`config.mk`:
```
export PLATFORM = sky130hd
export DESIGN_NAME = indexed_list_insert_remove_top
export DESIGN_NICKNAME = d
export VERILOG_FILES = /design/src/design/ilir_pkg.sv /design/src/design/indexed_list_insert_remove_top.sv /design/src/design/ilir_ram.sv /design/src/design/ilir_ctrl.sv
export SDC_FILE = /design/constraint.sdc
export NUM_CORES = 1
export LEC_CHECK = 0
export ABC_CLOCK_PERIOD_IN_PS = 4800
export BUFFER_PORTS_ARGS = -buffer_cell sky130_fd_sc_hd__buf_2
export CORE_AREA = 2 2 229 231
export CTS_CLUSTER_DIAMETER = 80
export DETAILED_ROUTE_END_ITERATION = 10
export DIE_AREA = 0 0 231 233
export MAX_ROUTING_LAYER = met4
export PLACE_DENSITY = 0.74
export REMOVE_ABC_BUFFERS = 1
export SYNTH_ARGS = -nofsm -noshare
export SYNTH_HDL_FRONTEND = slang
export SYNTH_SLANG_ARGS = --single-unit
```
`constraint.sdc`:
```
create_clock -name aclk -period 4.8 [get_ports aclk]
set_clock_uncertainty 0.15 [all_clocks]
set_input_delay 0.48 -clock aclk [delete_from_list [all_inputs] [get_ports aclk]]
set_output_delay 0.48 -clock aclk [all_outputs]
set_load 0.005 [all_outputs]
```
`src/design/ilir_pkg.sv`:
```
// Shared types and constants for the indexed list block.
package ilir_pkg;

    localparam int DEPTH   = 16;
    localparam int ELEM_W  = 32;
    localparam int ADDR_W  = $clog2(DEPTH);
    localparam int CNT_W   = $clog2(DEPTH + 1);
    localparam int OPC_W   = 3;
    localparam int POS_W   = 5;
    localparam int VALUE_W = 32;

    localparam logic [CNT_W-1:0] DEPTH_CNT = CNT_W'(DEPTH);

    typedef enum logic [OPC_W-1:0] {
        OP_INSERT = 3'd0,
        OP_PUSH   = 3'd1,
        OP_REMOVE = 3'd2,
        OP_POP    = 3'd3,
        OP_WRITE  = 3'd4,
        OP_READ   = 3'd5,
        OP_CLEAR  = 3'd6
    } op_t;

    typedef enum logic [2:0] {
        ST_IDLE,
        ST_UP,
        ST_DN,
        ST_RDW,
        ST_DONE
    } state_t;

    typedef struct packed {
        logic              we;
        logic [ADDR_W-1:0] waddr;
        logic [ELEM_W-1:0] wdata;
        logic              re;
        logic [ADDR_W-1:0] raddr;
    } mem_req_t;

    typedef struct packed {
        logic               err;
        logic [ELEM_W-1:0]  rd;
        logic [CNT_W-1:0]   count;
    } res_t;

endpackage

```
`src/design/indexed_list_insert_remove_top.sv`:
```
// Top level of the indexed list: sequencer, slot memory and result register.
//
//  channel | prefix | ports                                      | accepted when
//  input   | s_     | s_valid s_ready s_opcode s_position s_value | s_valid && s_ready
//  result  | m_     | m_valid m_ready m_error m_read_value        | m_valid && m_ready
//          |        | m_entry_count                              |
//
// One beat in, one beat out. With entries to move, insert and push shift them up and remove
// shifts them down, one slot per cycle through the single write port, and the last read is
// drained before the result is built. Read and pop go through the registered read port.
// Reset clears the count and the per-slot valid bits at once; no clearing pass.
// A stalled result sits in the output register; the next beat is taken meanwhile.
module indexed_list_insert_remove_top
    import ilir_pkg::*;
(
    input  logic               aclk,
    input  logic               aresetn,
    input  logic               s_valid,
    output logic               s_ready,
    input  logic [OPC_W-1:0]   s_opcode,
    input  logic [POS_W-1:0]   s_position,
    input  logic [VALUE_W-1:0] s_value,
    output logic               m_valid,
    input  logic               m_ready,
    output logic               m_error,
    output logic [ELEM_W-1:0]  m_read_value,
    output logic [CNT_W-1:0]   m_entry_count
);

    mem_req_t          mem_req;
    logic [ELEM_W-1:0] mem_rdata;
    logic              res_valid;
    logic              res_ready;
    res_t              res;
    logic              m_valid_reg;
    res_t              out_reg;

    ilir_ctrl u_ctrl (
        .aclk        (aclk),
        .aresetn     (aresetn),
        .in_valid    (s_valid),
        .in_ready    (s_ready),
        .in_opcode   (s_opcode),
        .in_position (s_position),
        .in_value    (s_value),
        .mem_req     (mem_req),
        .mem_rdata   (mem_rdata),
        .res_valid   (res_valid),
        .res_ready   (res_ready),
        .res         (res)
    );

    ilir_ram u_ram (
        .aclk    (aclk),
        .aresetn (aresetn),
        .req     (mem_req),
        .rdata   (mem_rdata)
    );

    assign res_ready = !m_valid_reg || m_ready;

    always_ff @(posedge aclk) begin
        if (!aresetn) begin
            m_valid_reg <= 1'b0;
        end else if (res_ready) begin
            m_valid_reg <= res_valid;
        end
    end

    always_ff @(posedge aclk) begin
        if (res_valid && res_ready) begin
            out_reg <= res;
        end
    end

    assign m_valid       = m_valid_reg;
    assign m_error       = out_reg.err;
    assign m_read_value  = out_reg.rd;
    assign m_entry_count = out_reg.count;

endmodule

```
`src/design/ilir_ram.sv`:
```
// Slot memory: one write and one registered read port, per-slot valid bits for zero reset.
module ilir_ram
    import ilir_pkg::*;
(
    input  logic              aclk,
    input  logic              aresetn,
    input  mem_req_t          req,
    output logic [ELEM_W-1:0] rdata
);

    logic [ELEM_W-1:0] mem [DEPTH];
    logic [DEPTH-1:0]  vld_reg;
    logic [ELEM_W-1:0] rd_data_reg;
    logic              rd_vld_reg;

    always_ff @(posedge aclk) begin
        if (req.we) begin
            mem[req.waddr] <= req.wdata;
        end
        if (req.re) begin
            rd_data_reg <= mem[req.raddr];
            rd_vld_reg  <= vld_reg[req.raddr];
        end
    end

    always_ff @(posedge aclk) begin
        if (!aresetn) begin
            vld_reg <= '0;
        end else if (req.we) begin
            vld_reg[req.waddr] <= 1'b1;
        end
    end

    assign rdata = rd_vld_reg ? rd_data_reg : '0;

endmodule

```
`src/design/ilir_ctrl.sv`:
```
// Operation sequencer: checks, shifts entries through the slot memory, builds the result.
module ilir_ctrl
    import ilir_pkg::*;
(
    input  logic               aclk,
    input  logic               aresetn,
    input  logic               in_valid,
    output logic               in_ready,
    input  logic [OPC_W-1:0]   in_opcode,
    input  logic [POS_W-1:0]   in_position,
    input  logic [VALUE_W-1:0] in_value,
    output mem_req_t           mem_req,
    input  logic [ELEM_W-1:0]  mem_rdata,
    output logic               res_valid,
    input  logic               res_ready,
    output res_t               res
);

    state_t             state_reg, state_next;
    logic [CNT_W-1:0]   count_reg, count_next;
    logic [CNT_W-1:0]   idx_reg, idx_next;
    logic [CNT_W-1:0]   pos_reg, pos_next;
    logic [ADDR_W-1:0]  wdst_reg, wdst_next;
    logic               pend_reg, pend_next;
    logic [ELEM_W-1:0]  val_reg, val_next;
    logic               err_reg, err_next;
    logic [ELEM_W-1:0]  rd_reg, rd_next;
    logic [CNT_W-1:0]   pos_in;
    logic [CNT_W-1:0]   idx_dec;
    logic               accept;

    assign pos_in  = CNT_W'(in_position);
    assign idx_dec = idx_reg - CNT_W'(1);
    assign accept  = in_valid && in_ready;

    always_ff @(posedge aclk) begin
        if (!aresetn) begin
            state_reg <= ST_IDLE;
            count_reg <= '0;
            pend_reg  <= 1'b0;
        end else begin
            state_reg <= state_next;
            count_reg <= count_next;
            pend_reg  <= pend_next;
        end
    end

    always_ff @(posedge aclk) begin
        idx_reg  <= idx_next;
        pos_reg  <= pos_next;
        wdst_reg <= wdst_next;
        val_reg  <= val_next;
        err_reg  <= err_next;
        rd_reg   <= rd_next;
    end

    always_comb begin
        state_next = state_reg;
        count_next = count_reg;
        idx_next   = idx_reg;
        pos_next   = pos_reg;
        wdst_next  = wdst_reg;
        pend_next  = pend_reg;
        val_next   = val_reg;
        err_next   = err_reg;
        rd_next    = rd_reg;
        mem_req    = '0;
        in_ready   = 1'b0;
        res_valid  = 1'b0;

        unique case (state_reg)
            ST_IDLE: begin
                in_ready = 1'b1;
                if (accept) begin
                    err_next  = 1'b0;
                    rd_next   = '0;
                    pend_next = 1'b0;
                    val_next  = ELEM_W'(in_value);
                    unique case (in_opcode)
                        OP_INSERT, OP_PUSH: begin
                            if (count_reg >= DEPTH_CNT ||
                                (in_opcode == OP_INSERT && pos_in > count_reg)) begin
                                err_next   = 1'b1;
                                state_next = ST_DONE;
                            end else begin
                                idx_next   = count_reg;
                                pos_next   = (in_opcode == OP_PUSH) ? count_reg : pos_in;
                                state_next = ST_UP;
                            end
                        end
                        OP_REMOVE: begin
                            if (pos_in >= count_reg) begin
                                err_next   = 1'b1;
                                state_next = ST_DONE;
                            end else begin
                                idx_next   = pos_in + CNT_W'(1);
                                state_next = ST_DN;
                            end
                        end
                        OP_POP: begin
                            if (count_reg == '0) begin
                                err_next   = 1'b1;
                                state_next = ST_DONE;
                            end else begin
                                mem_req.re    = 1'b1;
                                mem_req.raddr = ADDR_W'(count_reg - CNT_W'(1));
                                count_next    = count_reg - CNT_W'(1);
                                state_next    = ST_RDW;
                            end
                        end
                        OP_WRITE: begin
                            if (pos_in >= DEPTH_CNT) begin
                                err_next = 1'b1;
                            end else begin
                                mem_req.we    = 1'b1;
                                mem_req.waddr = ADDR_W'(pos_in);
                                mem_req.wdata = ELEM_W'(in_value);
                            end
                            state_next = ST_DONE;
                        end
                        OP_READ: begin
                            if (pos_in >= DEPTH_CNT) begin
                                err_next   = 1'b1;
                                state_next = ST_DONE;
                            end else begin
                                mem_req.re    = 1'b1;
                                mem_req.raddr = ADDR_W'(pos_in);
                                state_next    = ST_RDW;
                            end
                        end
                        OP_CLEAR: begin
                            count_next = '0;
                            state_next = ST_DONE;
                        end
                        default: begin
                            err_next   = 1'b1;
                            state_next = ST_DONE;
                        end
                    endcase
                end
            end
            ST_UP: begin
                mem_req.we    = pend_reg;
                mem_req.waddr = wdst_reg;
                mem_req.wdata = mem_rdata;
                if (idx_reg > pos_reg) begin
                    mem_req.re    = 1'b1;
                    mem_req.raddr = ADDR_W'(idx_dec);
                    pend_next     = 1'b1;
                    wdst_next     = ADDR_W'(idx_reg);
                    idx_next      = idx_dec;
                end else if (pend_reg) begin
                    pend_next = 1'b0;
                end else begin
                    mem_req.we    = 1'b1;
                    mem_req.waddr = ADDR_W'(pos_reg);
                    mem_req.wdata = val_reg;
                    count_next    = count_reg + CNT_W'(1);
                    state_next    = ST_DONE;
                end
            end
            ST_DN: begin
                mem_req.we    = pend_reg;
                mem_req.waddr = wdst_reg;
                mem_req.wdata = mem_rdata;
                if (idx_reg < count_reg) begin
                    mem_req.re    = 1'b1;
                    mem_req.raddr = ADDR_W'(idx_reg);
                    pend_next     = 1'b1;
                    wdst_next     = ADDR_W'(idx_dec);
                    idx_next      = idx_reg + CNT_W'(1);
                end else if (pend_reg) begin
                    pend_next = 1'b0;
                end else begin
                    count_next = count_reg - CNT_W'(1);
                    state_next = ST_DONE;
                end
            end
            ST_RDW: begin
                rd_next    = mem_rdata;
                state_next = ST_DONE;
            end
            ST_DONE: begin
                res_valid = 1'b1;
                if (res_ready) begin
                    state_next = ST_IDLE;
                end
            end
            default: begin
                state_next = ST_IDLE;
            end
        endcase
    end

    assign res.err   = err_reg;
    assign res.rd    = err_reg ? '0 : rd_reg;
    assign res.count = count_reg;

    a_count_bound: assert property (@(posedge aclk) disable iff (!aresetn)
        count_reg <= DEPTH_CNT)
        else $error("live count above capacity");

    a_no_rw_clash: assert property (@(posedge aclk) disable iff (!aresetn)
        !(mem_req.we && mem_req.re && mem_req.waddr == mem_req.raddr))
        else $error("read and write to the same slot in one cycle");

    a_done_quiet: assert property (@(posedge aclk) disable iff (!aresetn)
        state_reg == ST_DONE |-> !mem_req.we && !mem_req.re)
        else $error("memory access while result is pending");

    a_done_count_held: assert property (@(posedge aclk) disable iff (!aresetn)
        state_reg == ST_DONE && $past(state_reg == ST_DONE) |-> $stable(count_reg))
        else $error("count moved while result is pending");

endmodule

```
# Word-level counts from Yosys, hierarchy flattened
# Memories as Yosys holds them, arrays and structs flattened. A register that Yosys moved wholly into a read port is not among the register bits.
# Index checks and enable logic that the tools add are counted.
[word_totals]
input_bits = 44
wordCells = 139
ram_bits = 512
register_bits = 144
memories = 1
[mem_list]
columns = ["name", "depth", "width", "read_ports", "rd_clocked_by_memory_dff", "wr", "line", "text"]
rows = [
  ["u_ram.mem", 16, 32, 1, 1, 1, "ilir_ram.sv:11", "logic [ELEM_W-1:0] mem [DEPTH];"],
]
[op_classes]
n_bitwise = 2
muxes = 61
n_reduce_logical = 23
add_sub_neg = 5
n_lt_le_gt_ge = 9
eq_ne = 23
[op_table]
columns = ["cell", "n"]
rows = [
  ["$pmux 42 s3", 1],
  ["$mux 37", 3],
  ["$mux 5", 16],
  ["$mux 32", 2],
  ["$pmux 32 s2", 1],
  ["$mux 42", 1],
  ["$mux 36", 1],
  ["$pmux 5 s2", 3],
  ["$pmux 5 s3", 2],
  ["$mux 3", 9],
  ["$or 16x16->16", 1],
  ["$add 5x1->5 const B", 3],
  ["$ne 3x3->1 const B", 5],
  ["$pmux 3 s5", 1],
  ["$mux 1", 13],
  ["$eq 3x2->1 const B", 4],
  ["$eq 3x3->1 const B", 4],
  ["$pmux 3 s4", 1],
  ["$ge 5x5->1 const B", 2],
  ["$gt 5x5->1", 2],
  ["$lt 4x5->1 const B", 2],
  ["$ne 2x2->1 const B", 5],
  ["$sub 5x1->5 const B", 2],
  ["$mux 4", 2],
  ["24 further kinds", 37],
]

# Longest topological paths before layout
# Gate-level depths: netlist of run 1.
[depth]
word_depth = 10
mapped_depth = 14
depth_no_buf = 10

# Cells and area by module
# Synthesis of run 1 repeated with hierarchy kept, for this count alone.
[unflattened]
cells_unflattened = 1507
area_unflattened_um2 = 27567.7
[by_module_without_submodules]
columns = ["module", "area_each_um2", "n_inst", "cells_per_inst"]
rows = [
  ["ilir_ram", 21151.5, 1, 921],
  ["ilir_ctrl", 5217.5, 1, 543],
  ["indexed_list_insert_remove_top", 1198.6, 1, 43],
]

# Least setup slack after synthesis of run 1
# Ideal clock, no wire load.
[synth_path]
path_kind = "register -> register"
start = "reg u_ctrl.idx_reg[1]"
end = "mem u_ram.mem[2][0] (enable)"
path_slack_ns = 0.208
t_arrival_ns = 4.021
setup_time_ns = 0.421
t_required_ns = 4.229
stages_incl_launch_ff = 11
period_less_slack_ns = 4.592
path_buffers = 1
path_cell_list = "edfxtp_1 > ha_1 > nor2b_1 > o21ai_0 > a32oi_1 > nor2_1 > o21ai_1 > a221o_1 > or3_1 > clkbuf_1 > nor2_1"
[synth_between]
elab_chain_len = 5
[synth_rtl]
columns = ["element", "line", "text"]
rows = [
  ["from (decl)", "ilir_ctrl.sv:21", "logic [CNT_W-1:0] idx_reg, idx_next;"],
  ["from (signal assigned)", "ilir_ctrl.sv:49", "idx_reg <= idx_next;"],
  ["$gt 5x5->1 (*)", "ilir_ctrl.sv:146", "if (idx_reg > pos_reg) begin"],
  ["$mux 37 (*)", "ilir_ctrl.sv:146", ""],
  ["$pmux 42 s3 (*)", "ilir_ctrl.sv:71", "unique case (state_reg)"],
  ["$mux 1", "ilir_ram.sv:17", "if (req.we) begin"],
  ["$mux 1 (not written as such)", "ilir_ram.sv:18", "mem[req.waddr] <= req.wdata;"],
  ["to (decl)", "ilir_ram.sv:11", ""],
]
# Mark *: on every way between the ends. The rest lies on a longest branch, timed or not.

# Worst setup path in the final report of run 1
[layout_path]
start = "reg u_ctrl.count_reg[2]"
end = "reg u_ram.rd_data_reg[11], read port of u_ram.mem (data pin)"
[layout_between]
elab_chain_len = 5
elab_cells_between_ends = 8
cone_classes = "1 x add/sub; 1 x order compare; 5 x mux; 1 x reduce/logical"
[layout_rtl]
columns = ["element", "line", "text"]
rows = [
  ["from (decl)", "ilir_ctrl.sv:20", "logic [CNT_W-1:0] count_reg, count_next;"],
  ["from (signal assigned)", "ilir_ctrl.sv:43", "count_reg <= count_next;"],
  ["$sub 5x1->5 / $logic_not 5->1 (equally long branches)", "ilir_ctrl.sv:106, ilir_ctrl.sv:101", ""],
  ["$mux 5", "ilir_ctrl.sv:101", "if (count_reg == '0) begin"],
  ["$pmux 5 s2", "ilir_ctrl.sv:79", "unique case (in_opcode)"],
  ["$mux 42", "ilir_ctrl.sv:74", "if (accept) begin"],
  ["$pmux 42 s3 (*)", "ilir_ctrl.sv:71", ""],
  ["to (decl)", "ilir_ram.sv:13", "logic [ELEM_W-1:0] rd_data_reg;"],
]
# Marks and branches as above.
# A chain may end at the register's enable or synchronous reset.

==> results.json, run 1 <==
{
  "crit_path_max_incr_delay_ns": 0.62,
  "core_sq_um": 51100,
  "start_kind": "register",
  "regMostFlops": "u_ram.mem",
  "cp-end-kind": "register",
  "p_clk_frac": 0.393,
  "seq_power_share": 0.516,
  "cp_slowest_cell": "and3_4",
  "final_common_cell": "edfxtp_1",
  "num_vias": 18000,
  "drc": 0,
  "synth_edf_count": 662,
  "grt_usage": 0.272,
  "diodes": 0,
  "seqCellArea_sq_um": 20400,
  "slew_viol_final": 0,
  "hold_class": "in -> reg",
  "avgSynthCellArea_sq_um": 14.2,
  "die_h_microns": 233,
  "finish.utilization": 0.635,
  "ys_ff_latch": 688,
  "cts_tree": "yes",
  "dieArea_sq_um": 53800,
  "netlist_area_sq_um": 28000,
  "num_rows": 83,
  "status": "completed",
  "cts_setup_buffers": 0,
  "yosysTopAreaCellShare": 0.710,
  "clockBufferDepth": 3,
  "worst_skew_pair.late_latency_ns": 0.59,
  "start_util": 0.548,
  "ios": 84,
  "numCtsBuffers": 69,
  "first_pass_iters": 5,
  "drt_iter0_drc": 1934,
  "power_leakage_uw": 0.0121,
  "yosysTopAreaCell": "edfxtp_1",
  "grt_max_degree": 89,
  "die_x_microns": 231,
  "grt_pass1_wl_microns": 106000,
  "via_per_inst": 6.33,
  "cts.repair.resized": 0,
  "critPathKind": "reg -> reg",
  "ir_worst_vdd_v": 0.000308,
  "synth-seq-area-share": 0.728,
  "path_buf_inv": 2,
  "synth_cell_types": 62,
  "layout_common_cells": "662 x edfxtp_1, 217 x nand2_1, 216 x a21oi_1, 141 x a221oi_1, 132 x mux2i_1",
  "total_power_uw": 13300,
  "crit_family": "simple AND/OR/NAND/NOR gates",
  "htree_levels": 3,
  "clk_pin_slew_worst_paths_ns": 0.06,
  "cts_sinks": 688,
  "relSlewSlack": 0.0974,
  "antenna_left": 0,
  "finalCriticalPeriod_ns": 4.36,
  "wire_per_inst_microns": 24.9,
  "antenna_found_initial": 0,
  "synthFlopType": "edfxtp_1",
  "async_flop_share": 0,
  "clockRootBuffer": "clkbuf_16",
  "yosys_warnings": 0,
  "power_density_nw_per_um2": 410,
  "rsz0062_at_grt": "false",
  "grt_pass1_vias": 17600,
  "max_freq_mhz": 229,
  "synthCells": 1966,
  "switching_power_uw": 3080,
  "multi_input_area_sq_um": 7130,
  "hold_viol_final": 0,
  "cp.arrival_ns": 4.52,
  "portBuffers": 83,
  "gp_congestion": 0.949,
  "max-cap-violations": 0,
  "intPower_uw": 10200,
  "crit_chain": "inv_1, ha_1, nand2_1, o21ai_0, o21ai_4, nand2_1, and3_4, buf_12, mux2i_1, a221oi_1, or4_1",
  "final_net_count": 2183,
  "n_fill_cell": 3644,
  "pwr-share-comb": 0.091,
  "swShare": 0.232,
  "syn_to_final_growth_pct": 15.8,
  "cp_data_required_time_ns": 4.96,
  "drive_gt1_frac": 0.148,
  "wl_microns": 70800,
  "grt-ovfl-total": 0,
  "finalSetupViolations": 0,
  "cpMostUsedCell": "nand2_1",
  "synth_area_leaders": "edfxtp_1 71%, mux2i_1 4.7%, a221oi_1 4.4%",
  "cp_max_fo": 42,
  "hpwlAfterDp_microns": 39200,
  "largest_register_ffs": 512,
  "tightest_slew_ns": 1.34,
  "fin_crit_sh": 0.909
}
## synth_stat cells (3+ instances only)
| master | number |
|---|---|
| a211oi_1 | 5 |
| a21boi_0 | 4 |
| a21o_1 | 5 |
| a21oi_1 | 216 |
| a221o_1 | 4 |
| a221oi_1 | 142 |
| and2_1 | 3 |
| and3_1 | 7 |
| buf_1 | 9 |
| buf_2 | 22 |
| buf_4 | 3 |
| buf_6 | 6 |
| clkbuf_1 | 95 |
| dfxtp_1 | 26 |
| edfxtp_1 | 662 |
| ha_1 | 22 |
| inv_1 | 19 |
| mux2_2 | 4 |
| mux2i_1 | 132 |
| nand2_1 | 218 |
| nand2b_1 | 11 |
| nand3_1 | 13 |
| nand3b_1 | 3 |
| nor2_1 | 139 |
| nor2b_1 | 37 |
| nor3_1 | 6 |
| nor4_1 | 3 |
| o21ai_0 | 67 |
| o22ai_1 | 4 |
| or4_1 | 33 |
| xnor2_1 | 4 |
| xor2_1 | 4 |
## cells by family after synthesis
logic type      synth area share
simple gates              0.0780
compound gates             0.109
flops                      0.728
buf+inv                   0.0240
xor+xnor                 0.00250
mux                       0.0488
fa+ha+maj                0.00983
## layout make-up
| class | count | area share |
|---|---|---|
| Sequential cell | 688 | 0.629 |
| Multi-Input combinational cell | 1122 | 0.220 |
| Timing Repair Buffer | 217 | 0.0559 |
| Inverter | 19 | 0.00220 |
| Clock inverter | 37 | 0.0104 |
| Clock buffer | 83 | 0.0565 |
| Tap cell | 680 | 0.0262 |
## through the flow
| step | cells | worst slack (ns) | area [sq um] | hold WS [ns] | TNS [ns] |
|---|---|---|---|---|---|
| CTS | 2846 | 0.524 | 32400 | 0.0704 | 0 |
| global route | 2846 | 0.232 | 32400 | 0.125 | 0 |
| floorplan | 1829 | -13.13 | 27400 | 0.272 | -1468.29 |
| global placement | 2694 | 0.641 | 29900 | 0.285 | 0 |
| finish | 2846 | 0.439 | 32400 | 0.104 | 0 |
| detailed placement | 2694 | 0.551 | 29900 | 0.300 | 0 |
## worst register-to-register path: stages, from the launching register on
cell,delay (ns)
dfxtp_1,0.55
inv_1,0.20
ha_1,0.35
nand2_1,0.06
o21ai_0,0.40
o21ai_4,0.17
nand2_1,0.17
and3_4,0.62
buf_12,0.35
mux2i_1,0.38
a221oi_1,0.14
or4_1,0.55
## power by group through the flow
stage	logic, uW	clock network [uW]	registers, uW
detailed placement	1170	0	6990
floorplan	747	0	6990
CTS	1200	5290	6860
global placement	1140	0	6980
finish	1220	5230	6860
global route	1320	5500	6870
## path summary, 6_finish.rpt
path	start	endpoint	slack (ns)	cells past startpoint
worst max-delay path	u_ctrl.count_reg[2]	u_ram.rd_data_reg[11]	0.44	11
worst min-delay path	m_ready	m_valid	0.10	3
worst max register to register	u_ctrl.count_reg[2]	u_ram.rd_data_reg[11]	0.44	11
worst min register to register	u_ram.vld_reg[6]	u_ram.vld_reg[6]	0.31	2
## repair_timing
item | CTS | global route
hold buffers | 32 | 0
endpoints found under the hold margin | 32 | 0
endpoints found under the setup margin | 0 | 0
## metal layers
metal	share of wire	up-vias	GRT usage
li1	-	7873	-
met1	0.41	8991	0.365
met2	0.47	954	0.418
met3	0.088	210	0.0482
met4	0.036	0	0.107
met5	0	-	-
(Power assumes the default switching activity.)
==> run 2, diff against run 1 <==
Settings changed: CORE_AREA 2 2 229 231 to 2 2 268 270, DIE_AREA 0 0 231 233 to 0 0 270 272, PLACE_DENSITY 0.74 to 0.57.
==> results.json, run 2 (synthesis gave the netlist of run 1 again) <==
{
  "status": "completed",
  "swShare": 0.235,
  "hold_viol_final": 0,
  "total_power_uw": 13800,
  "drive_gt1_frac": 0.152,
  "grt_max_degree": 93,
  "start_kind": "register",
  "r2r_start": "u_ctrl.idx_reg[3]",
  "via_per_inst": 5.54,
  "drt_iter0_drc": 1658,
  "htree_levels": 3,
  "max-cap-violations": 0,
  "cp-startpoint": "u_ctrl.idx_reg[3]",
  "worst_skew_pair.late_latency_ns": 0.63,
  "cts_sinks": 688,
  "grt_pass1_wl_microns": 109000,
  "relSlewSlack": 0.261,
  "seq_power_share": 0.497,
  "critPathKind": "reg -> reg",
  "final_net_count": 2188,
  "largest_register_ffs": 512,
  "tightest_slew_ns": 1.11,
  "antenna_left": 0,
  "ir_worst_vdd_v": 0.000233,
  "whs_endpoint": "m_valid",
  "drc": 0,
  "power_density_nw_per_um2": 418,
  "numCtsBuffers": 75,
  "cp_max_fo": 32,
  "p_clk_frac": 0.416,
  "rrSetupSlack_ns": 0.51,
  "post_dp_cell_area_sq_um": 30300,
  "hold_depth": 3,
  "setup_ws_ns": 0.507,
  "slew_viol_final": 0,
  "core_sq_um": 70800,
  "layout_common_cells": "662 x edfxtp_1, 216 x a21oi_1, 215 x nand2_1, 141 x a221oi_1, 132 x mux2i_1",
  "cp.arrival_ns": 4.44,
  "first_pass_iters": 5,
  "portBuffers": 83,
  "pwr-share-comb": 0.087,
  "num_vias": 17300,
  "place_ws_ns": 0.576,
  "diodes": 0,
  "die_h_microns": 272,
  "power_leakage_uw": 0.0123,
  "wire_per_inst_microns": 23.4,
  "cp-end-kind": "register",
  "dieArea_sq_um": 73400,
  "intPower_uw": 10600,
  "r2r-end": "u_ram.mem[13][29]",
  "syn_to_final_growth_pct": 18.1,
  "cts_setup_buffers": 0,
  "hold_class": "in -> reg",
  "fin_crit_sh": 0.894,
  "worstHoldStart": "m_ready",
  "antenna_found_initial": 2,
  "grt_usage": 0.204,
  "final_common_cell": "edfxtp_1",
  "rsz0062_at_grt": "false",
  "cts_tree": "yes",
  "hpwlAfterDp_microns": 42600,
  "finalCriticalPeriod_ns": 4.29,
  "grt_pass1_vias": 17200,
  "ios": 84,
  "finalSetupViolations": 0,
  "max_freq_mhz": 233,
  "cp_data_required_time_ns": 4.95,
  "clockRootBuffer": "clkbuf_16",
  "wl_microns": 73100,
  "clockBufferDepth": 3,
  "clk_pin_slew_worst_paths_ns": 0.07,
  "design_area_sq_um": 33100,
  "die_x_microns": 270,
  "start_util": 0.396,
  "grt-ovfl-total": 0,
  "gp_congestion": 0.917,
  "num_rows": 98,
  "switching_power_uw": 3260,
  "regMostFlops": "u_ram.mem",
  "r2r_cells": 11
}
## run 2: layer usage
metal  vias to the layer above  GRT usage  routed length [microns]
met2                       575      0.315                    34100
met5                         -          -                        0
met1                      8765      0.280                    32900
met4                         0     0.0595                     1490
met3                        95     0.0325                     4690
li1                       7904          -                        -
## run 2: per-stage QoR
| step | setup TNS [ns] | utilization | hold WS, ns | std cells |
|---|---|---|---|---|
| 3_3_place_gp | 0 | 0.428 | 0.284 | 2963 |
| 3_5_place_dp | 0 | 0.428 | 0.296 | 2963 |
| 4_1_cts | 0 | 0.467 | 0.0186 | 3128 |
| 6_report | 0 | 0.467 | 0.0447 | 3128 |
| 2_1_floorplan | -1468.29 | - | 0.272 | 1829 |
| 5_1_grt | 0 | 0.467 | 0.0442 | 3128 |
## run 2: area by class of cell
cell class / count / area, sq um
Clock buffer: 95 / 2020
Clock inverter: 38 / 435
Fill cell: 6101 / 37700
Inverter: 19 / 71.3
Multi-Input combinational cell: 1122 / 7130
Sequential cell: 688 / 20400
Tap cell: 950 / 1190
Timing Repair Buffer: 216 / 1820
## run 2: critical path, cell delays in order (launching register included)
cell      delay (ns)
edfxtp_1        0.57
ha_1            0.38
and3_1          0.19
o21ai_0         0.18
a32oi_1         0.59
nor2_4          0.07
buf_4           0.26
a32o_1          0.33
a211oi_1        0.28
nand2_1         0.42
nor2_4          0.25
buf_12          0.26
## run 2: what timing repair did
| action | CTS | global route |
|---|---|---|
| hold buffers | 32 | 0 |
| hold endpoints to repair | 32 | 0 |
| resized for setup | 0 | 0 |
## run 2: worst max-delay path by stage
stage / to / cells past startpoint / slack (ns)
5_1_grt: u_ram.mem[13][21] / 11 / 0.30
4_1_cts: u_ram.mem[4][24] / 11 / 0.57
3_3_place_gp: u_ram.mem[4][15] / 11 / 0.67
3_5_place_dp: u_ram.rd_data_reg[20] / 12 / 0.58
6_report: u_ram.mem[13][29] / 11 / 0.51
2_1_floorplan: u_ram.rd_data_reg[0] / 7 / -13.13
## run 2: power by group through the flow
stage                     Combinational, uW  Clock (uW)  Sequential, uW
final                                  1200        5760            6870
after global routing                   1330        6100            6880
after CTS                              1210        5860            6870
after detailed placement               1180           0            6990
after global placement                 1160           0            6990
after floorplan                         747           0            6990
==> run 3, diff against run 2 <==
Settings changed: CTS_BUF_LIST set to sky130_fd_sc_hd__clkbuf_16.
==> results.json, run 3 (synthesis gave the netlist of run 1 again) <==
{
  "diodes": 0,
  "critPathKind": "reg -> reg",
  "power_leakage_uw": 0.0123,
  "dieArea_sq_um": 73400,
  "cts_sinks": 688,
  "cp-end-kind": "register",
  "start_kind": "register",
  "antenna_left": 0,
  "ios": 84,
  "finalCriticalPeriod_ns": 4.32,
  "htree_levels": 3,
  "first_pass_iters": 6,
  "slew_viol_final": 0,
  "num_vias": 17400,
  "grt_usage": 0.204,
  "final_common_cell": "edfxtp_1",
  "syn_to_final_growth_pct": 18.0,
  "die_h_microns": 272,
  "hpwlAfterDp_microns": 42600,
  "regMostFlops": "u_ram.mem",
  "grt_max_degree": 93,
  "cp_data_required_time_ns": 4.91,
  "clk_pin_slew_worst_paths_ns": 0.06,
  "finalSetupViolations": 0,
  "largest_register_ffs": 512,
  "cp.arrival_ns": 4.44,
  "via_per_inst": 5.56,
  "grt_use_met3": 0.0334,
  "worst_skew_pair.late_latency_ns": 0.63,
  "ir_worst_vdd_v": 0.000232,
  "final_net_count": 2188,
  "clockRootBuffer": "clkbuf_16",
  "grt_pass1_wl_microns": 109000,
  "place_ws_ns": 0.576,
  "num_rows": 98,
  "cp_max_fo": 22,
  "status": "completed",
  "use_met1": 0.280,
  "drt_iter0_drc": 1622,
  "grt_pass1_vias": 17200,
  "drc": 0,
  "hold_class": "in -> reg",
  "max-cap-violations": 0,
  "drive_gt1_frac": 0.152,
  "clockBufferDepth": 3,
  "tightest_slew_ns": 1.12,
  "rsz0062_at_grt": "false",
  "grt_use_met2": 0.315,
  "relSlewSlack": 0.251,
  "max_freq_mhz": 231,
  "numCtsBuffers": 75,
  "hold_viol_final": 0,
  "core_sq_um": 70800,
  "setup_ws_ns": 0.478,
  "finish.utilization": 0.467,
  "gp_congestion": 0.917,
  "top_usage_layer": "met2",
  "wl_microns": 73000,
  "cts_tree": "yes",
  "fin_crit_sh": 0.900,
  "layout_common_cells": "662 x edfxtp_1, 216 x a21oi_1, 215 x nand2_1, 141 x a221oi_1, 132 x mux2i_1",
  "power_density_nw_per_um2": 416,
  "die_x_microns": 270,
  "wire_per_inst_microns": 23.3,
  "antenna_found_initial": 1,
  "start_util": 0.396,
  "grt-ovfl-total": 0,
  "portBuffers": 83
}
-- run 3: final cells by class --
class | count | area (sq um)
clock buffer | 77 | 1930
clock inverter | 56 | 503
fill | 6108 | 37700
inverter | 19 | 71.3
multi-input combinational | 1122 | 7130
sequential | 688 | 20400
tap | 950 | 1190
timing repair buffer | 216 | 1820
-- run 3: timing repair --
action                                  4_1_cts  5_1_grt
hold buffers                                 32        0
setup buffers                                 0        0
resized for setup                             0        0
endpoints found under the setup margin        0        0
hold endpoints to repair                     32        0
-- run 3: layer usage --
layer	routed length, microns	share of wire
met1	32500	0.45
met4	1490	0.020
met5	0	0
met3	4910	0.067
met2	34100	0.47
-- run 3: final timing paths --
path	from	end	slack (ns)	cells after the start
worst max-delay path	u_ctrl.idx_reg[3]	u_ram.mem[10][29]	0.48	10
worst min-delay path	m_ready	m_valid	0.04	3
worst max register to register	u_ctrl.idx_reg[3]	u_ram.mem[10][29]	0.48	10
worst min register to register	u_ram.vld_reg[3]	u_ram.vld_reg[3]	0.30	2
-- run 3: metrics by stage --
| stage | hold slack, ns | area (sq um) | instances | power, uW | TNS, ns |
|---|---|---|---|---|---|
| 4_1_cts | 0.0186 | 33000 | 3128 | 13900 | 0 |
| 3_3_place_gp | 0.284 | 30300 | 2963 | 8150 | 0 |
| 2_1_floorplan | 0.272 | 27400 | 1829 | 7740 | -1468.29 |
| 6_report | 0.0438 | 33000 | 3128 | 13700 | 0 |
| 3_5_place_dp | 0.296 | 30300 | 2963 | 8180 | 0 |
| 5_1_grt | 0.0442 | 33000 | 3128 | 14200 | 0 |
-- run 3: worst max-delay path, stage by stage (launching register included) --
cell,delay [ns]
edfxtp_1,0.57
ha_1,0.38
and3_1,0.19
o21ai_0,0.18
a32oi_1,0.59
nor2_4,0.07
o21ai_1,0.45
a21oi_1,0.15
or3_1,0.62
nor2_4,0.18
buf_4,0.38
-- run 3: report_power, final --
group,internal (uW),switching [uW]
sequential,6790,78.8
clock,3310,2360
combinational,392,809
